$ cat src/hw/rtl/knn_pixel_mask_classifier_macros.svh
// Assertion helpers for the kNN pixel mask classifier.
// Expect clk_i and rst_ni in the scope of use.
`ifndef KNN_PIXEL_MASK_CLASSIFIER_MACROS_SVH
`define KNN_PIXEL_MASK_CLASSIFIER_MACROS_SVH

// property checked on every rising clock edge outside reset
`define KNN_ASSERT(label, prop, msg) \
  label: assert property (@(posedge clk_i) disable iff (!rst_ni) prop) else $error(msg);

// condition that must never be seen
`define KNN_ASSERT_NEVER(label, cond, msg) \
  `KNN_ASSERT(label, !(cond), msg)

`endif

$ cat src/hw/rtl/knn_pkg.sv
// Shared types and constants of the kNN pixel mask classifier.
// No dependencies; used by every RTL file of the block.
`default_nettype none

package knn_pkg;

  localparam int MAX_SAMPLES_DEF = 64;
  localparam int VOTE_MAX        = 127;
  localparam int CH_W            = 8;
  localparam int IDX_W           = 6;
  localparam int VOTE_W          = 7;
  localparam int CFG_W           = 7;
  localparam int CFG_IDX_W       = 1;
  localparam int SQ_W            = 16;   // (255)^2 fits in 16 bits
  localparam int DIST_W          = 18;   // sum of three squares
  localparam int S_TDATA_W       = 32;
  localparam int M_TDATA_W       = 16;

  typedef enum logic [CFG_IDX_W-1:0] {
    REG_NEIGHBOUR_COUNT = 1'b0,
    REG_ACTIVE_SAMPLES  = 1'b1
  } knn_reg_e;

  typedef struct packed {
    logic            label;
    logic [CH_W-1:0] a;
    logic [CH_W-1:0] b;
    logic [CH_W-1:0] c;
  } sample_t;

  // controller -> datapath
  typedef struct packed {
    logic load_wr;   // write a sample into the table
    logic start;     // latch pixel, clear neighbour list
    logic issue;     // read next table entry
    logic count;     // register group vote counts
    logic total;     // register vote totals
    logic load_out;  // move result into output register
  } knn_cmd_t;

  // datapath -> controller
  typedef struct packed {
    logic scan_done;
    logic pipe_busy;
    logic out_full;
  } knn_status_t;

endpackage

`default_nettype wire

$ cat src/hw/rtl/knn_ctrl.sv
// Controller FSM of the kNN pixel mask classifier.
// Depends on knn_pkg; drives the datapath through knn_cmd_t.
`default_nettype none

module knn_ctrl (
  input  logic                 clk_i,
  input  logic                 rst_ni,
  input  logic                 s_valid_i,
  input  logic                 s_mode_i,
  input  knn_pkg::knn_status_t status_i,
  output logic                 s_ready_o,
  output knn_pkg::knn_cmd_t    cmd_o
);
  import knn_pkg::*;

  typedef enum logic [5:0] {
    ST_IDLE   = 6'b000001,
    ST_SCAN   = 6'b000010,
    ST_DRAIN  = 6'b000100,
    ST_COUNT  = 6'b001000,
    ST_TOTAL  = 6'b010000,
    ST_FINISH = 6'b100000
  } state_e;

  state_e state_q, state_d;
  logic   accept;

  assign s_ready_o = (state_q == ST_IDLE);
  assign accept    = s_valid_i && s_ready_o;

  always_comb begin
    state_d       = state_q;
    cmd_o         = '0;
    unique case (state_q)
      ST_IDLE: begin
        cmd_o.load_wr = accept && !s_mode_i;
        cmd_o.start   = accept && s_mode_i;
        if (accept && s_mode_i) state_d = ST_SCAN;
      end
      ST_SCAN: begin
        cmd_o.issue = !status_i.scan_done;
        if (status_i.scan_done) state_d = ST_DRAIN;
      end
      ST_DRAIN: begin
        if (!status_i.pipe_busy) state_d = ST_COUNT;
      end
      ST_COUNT: begin
        cmd_o.count = 1'b1;
        state_d     = ST_TOTAL;
      end
      ST_TOTAL: begin
        cmd_o.total = 1'b1;
        state_d     = ST_FINISH;
      end
      ST_FINISH: begin
        cmd_o.load_out = !status_i.out_full;
        if (!status_i.out_full) state_d = ST_IDLE;
      end
      default: state_d = ST_IDLE;
    endcase
  end

  always_ff @(posedge clk_i or negedge rst_ni) begin
    if (!rst_ni) begin
      state_q <= ST_IDLE;
    end else begin
      state_q <= state_d;
    end
  end

endmodule

`default_nettype wire

$ cat config.mk
export PLATFORM = sky130hd
export DESIGN_NAME = knn_ctrl
export DESIGN_NICKNAME = d
export VERILOG_FILES = /design/src/hw/rtl/knn_pixel_mask_classifier_macros.svh /design/src/hw/rtl/knn_pkg.sv /design/src/hw/rtl/knn_ctrl.sv
export SDC_FILE = /design/constraint.sdc
export NUM_CORES = 1
export LEC_CHECK = 0
export BUFFER_PORTS_ARGS = -buffer_cell sky130_fd_sc_hd__buf_2
export CORE_AREA = 5 5 42 44
export CTS_CLUSTER_DIAMETER = 50
export DETAILED_ROUTE_END_ITERATION = 12
export DIE_AREA = 0 0 47 49
export GPL_TIMING_DRIVEN = 0
export MAX_ROUTING_LAYER = met4
export SYNTH_ARGS = -nofsm -noshare
export SYNTH_HDL_FRONTEND = slang
export SYNTH_SLANG_ARGS = --single-unit
$ cat constraint.sdc
create_clock -name clk_i -period 1.5 [get_ports clk_i]
set_clock_uncertainty 0.2 [all_clocks]
set_input_delay 0.225 -clock clk_i [delete_from_list [all_inputs] [get_ports clk_i]]
set_output_delay 0.225 -clock clk_i [all_outputs]
set_load 0.005 [all_outputs]
[Word level (Yosys, flattened, before mapping)]
Index checks and enable logic that the tools add are counted.
Storage, ports and cells
  flip-flop bits (word level): 6
  input bits: 7
  output and inout bits: 7
  logic and storage cells: 28
Cells by class
  eq/ne operators: 10
  multiplexer cells: 10
  reduce and logical (&&, ||, !) cells: 7
Operators by type and width (number)
  6-bit one-hot mux with 6 select lines: 1
  6-bit 2-to-1 mux: 4
  6-bit by 1-bit equality test with 1-bit output, second input constant: 1
  6-bit by 2-bit equality test with 1-bit output, second input constant: 1
  6-bit by 3-bit equality test with 1-bit output, second input constant: 1
  6-bit by 4-bit equality test with 1-bit output, second input constant: 1
  6-bit by 5-bit equality test with 1-bit output, second input constant: 1
  6-bit equality test, second input constant: 1
  2-bit inequality test, second input constant: 3
  1-bit 2-to-1 mux: 4
  4-bit AND reduction: 1
  1-bit logical AND: 3
  1-bit logical NOT: 3
  2-bit 2-to-1 mux: 1
  2-bit by 1-bit inequality test with 1-bit output, second input constant: 1

[Longest topological paths before layout]
  depth in word-level cells: 5
  mapped depth: 5

[Worst setup path after synthesis]
OpenSTA, ideal clock, no wires.
  path kind: register to output
  start point: reg state_q[5]
  end point: out cmd_o[5] (netlist name)
  arrival: 1096 ps
  data required time: 1075 ps
  path slack: -21 ps
  cell stages (with the launch flop): 4
  buffers on the path: 0
  path through: dfrtp_1 nor4_2 nand2_1 nor3b_1
RTL lines
  start, declared: line knn_ctrl.sv:25  | state_e state_q, state_d;
  start signal, assigned: line knn_ctrl.sv:67  | state_q <= state_d;
  end, declared: line knn_ctrl.sv:12  | output knn_pkg::knn_cmd_t cmd_o

==> results.ini <==
[synthesis]
synth_top_family_by_area = simple AND/OR/NAND/NOR gates
synth-adder-area-share_pct = 0
ys_ff_latch = 6
synth_flop_cell = dfrtp_1
postSynthCellCount = 40
yosysWarnings = 0
synthTopCellsByArea = dfrtp_1 34%, dfstp_2 7.2%, nor2_1 7.2%
synthesis.area_sq_um = 363
netlist.area_leader.share_pct = 34.5
synth-simple-area-share_pct = 41.4
synth.area.mux_share_pct = 0
ys_seq_area_share_pct = 41.7
synth_nets = 47
synth_top_area_cell = dfrtp_1
synth.distinct_cells = 20
avgSynthCellArea_sq_um = 9.07
synth_xor_xnor_area_share_pct = 0
synth_compound_area_share_pct = 15.9
yosysMostFrequentCell = nor2_1
synth_async_sr_flop_share_pct = 100
synth_edf_count = 0
synth_commonest_cells = 7 x nor2_1, 5 x dfrtp_1, 4 x nand2_1, 4 x nor2b_1

[power]
vdd_drop_max_v = 0.000706
p_clk_share_pct = 19.3
internal_power_uw = 537
comb_power_share_pct = 50.6
power.switching_uw = 307
p_seq_share_pct = 30.1
p_per_area_nw_per_um2 = 1420
power_leakage_uw = 0.000283
switching_share_pct = 36.4

[final_layout]
instances_no_fill = 80
syn_to_final_growth_pct = 63.8
largest_reg_flops = 6
top_regs = state_q: 6 flops
final_nets = 72
top_register = state_q
diodes = 0
layout-drive-gt1-share_pct = 60.9

[die]
die_w_um = 47
dieArea_sq_um = 2300
std_cell_rows = 14
die_y_um = 49
start_util_pct = 25.9
pin_count = 14
design.core.area_sq_um = 1400

[worst_setup_path]
path_class = flip-flop to output pin
cpLargestDelayFamily = flip-flops
critical-path-slowest-cell = dfstp_2
crit_start = state_q[0]
reg2reg_from = state_q[2]
path_cells = nor2b_2, nand2_2, nor3b_2, buf_2
crit_buf_inv = 1
endpoint_kind = output pin
cp_max_fo = 4
cp.required_ns = 1.07
crit_arrival_ns = 1.40
start_kind = flip-flop
slowest_delay_ns = 0.58

[route]
vias_per_cell = 4.90
drt_pass1_iterations = 2
wl_per_cell_um = 12.1
ant_nets = 0
drc = 0
via_count = 392
drtIter0Drc = 2
wl_um = 966

[global_routing]
grt_usage_pct = 9.53
antenna_found_initial = 0
grt_max_degree = 7
grt_remaining_overflow = 0
grt_first_pass_wirelength_um = 1550
grt_pass1_vias = 400

[cts]
cts_tree = yes
clock-root-buffer = clkbuf_4
worstSkewPairLatency_ns = 0.25
clockBufferDepth = 2
clkTransAtPathRegs_ns = 0.04
htree_num_levels = 1
numCtsBuffers = 3
clock_sinks = 6

[sta]
worstMarginPinSlew_ns = 0.265
final-setup-viol-count = 9
min_period_over_period_pct = 122
hold_viol = 0
hold_ws_ns = 0.0782
setup_tns_ns = -1.71
rsz0062_at_grt = yes
fmax_ghz = 0.547
fin_crit_ns = 1.83
report.final.slew_viol_count = 0
slew_headroom_pct = 82.2
finalWorstSetupSlack_ns = -0.329

[place]
dpl.hpwl_um = 692
io_buffers = 13
gp_congestion = 0.743
dp_cells = 69

[run_status]
run_status = complete, but fails checks
violations = setup timing

[hold_path]
hp-class = input port to flip-flop
min_from = status_i[1]

[flow_run]
cap_violations = 0

[cells by family (layout without fill, tap and decap cells)]
logic type / Yosys count / after routing
buffers and inverters: 1 / 25
flip-flops: 6 / 6
AO/OA/AOI/OAI: 7 / 7
AND/OR/NAND/NOR: 26 / 26
[worst register-to-register path: cells and delay by family, from the launching register on]
| family | cells | cell delay, ns |
|---|---|---|
| AND/OR/NAND/NOR | 2 | 0.41 |
| flip-flops | 1 | 0.40 |
| AO/OA/AOI/OAI | 2 | 0.21 |
| buffers and inverters | 1 | 0.17 |
[worst paths after layout]
kind | to | slack, ns | cells past startpoint
hold reg to reg | state_q[3] | 0.42 | 3
setup reg to reg | state_q[2] | -0.02 | 5
max in group asynchronous | state_q[0] | 0.74 | 2
hold / removal | state_q[2] | 0.08 | 3
min in group asynchronous | state_q[4] | 0.13 | 2
setup / recovery | cmd_o[5] | -0.33 | 4
[cell usage in the layout (no fill, tap or decap)]
master,netlist,routed
nand2_2,0,1
inv_2,1,1
nand2_1,4,3
nor3b_2,0,1
nor4_4,0,2
dfrtp_2,0,2
nor2_1,7,5
nand3_1,2,2
o311ai_2,0,1
nor2_2,0,2
a221oi_2,1,1
nor2b_2,0,3
and4b_2,1,1
buf_2,0,13
nor3_4,0,1
nand2b_1,1,1
clkbuf_4,0,3
dfstp_2,1,1
dfrtp_1,5,3
and2_1,2,2
nor2b_1,4,1
dlygate4sd3_1,0,2
clkbuf_1,0,1
buf_4,0,4
buf_6,0,1
o22ai_1,1,1
o21ai_1,1,2
o211ai_2,1,1
o21ai_0,2,1
nand4_1,1,1
[repair_timing]
item | CTS | global route
hold buffers | 2 | 0
gates resized for setup | 2 | 13
endpoints found under the hold margin | 7 | 0
endpoints found under the setup margin | 10 | 11
setup buffers | 5 | 0
pin swaps | 2 | 4
[power groups by stage]
stage               clock network [uW]  logic [uW]  registers [uW]
floorplan                            0         205             235
global placement                     0         279             243
detailed placement                   0         284             243
CTS                                169         376             234
global route                       192         462             258
finish                             163         427             255
[stage by stage]
stage / utilization [%] / worst slack [ns] / total power (uW) / area, sq um
floorplan: - / 0.0137 / 440 / 368
global placement: 32.3 / -0.180 / 522 / 453
detailed placement: 32.3 / -0.185 / 527 / 453
CTS: 39.1 / -0.344 / 779 / 548
global route: 42.4 / -0.435 / 912 / 594
finish: 42.4 / -0.329 / 844 / 594
[per-layer routing]
layer / GRT usage (%) / vias up / part of all wire, %
met5: - / - / 0
met4: 6.91 / 0 / 3.1
met3: 2.58 / 6 / 6.0
met2: 15.2 / 10 / 52
met1: 9.46 / 180 / 39
li1: - / 196 / -
[layout make-up]
class	count	area (sq um)
clock buffer	4	26.3
fill	150	807
inverter	1	3.75
multi-input combinational	33	264
sequential	6	154
tap	16	20.0
timing repair buffer	20	126
Note: power is estimated with default switching activity, not from simulation.
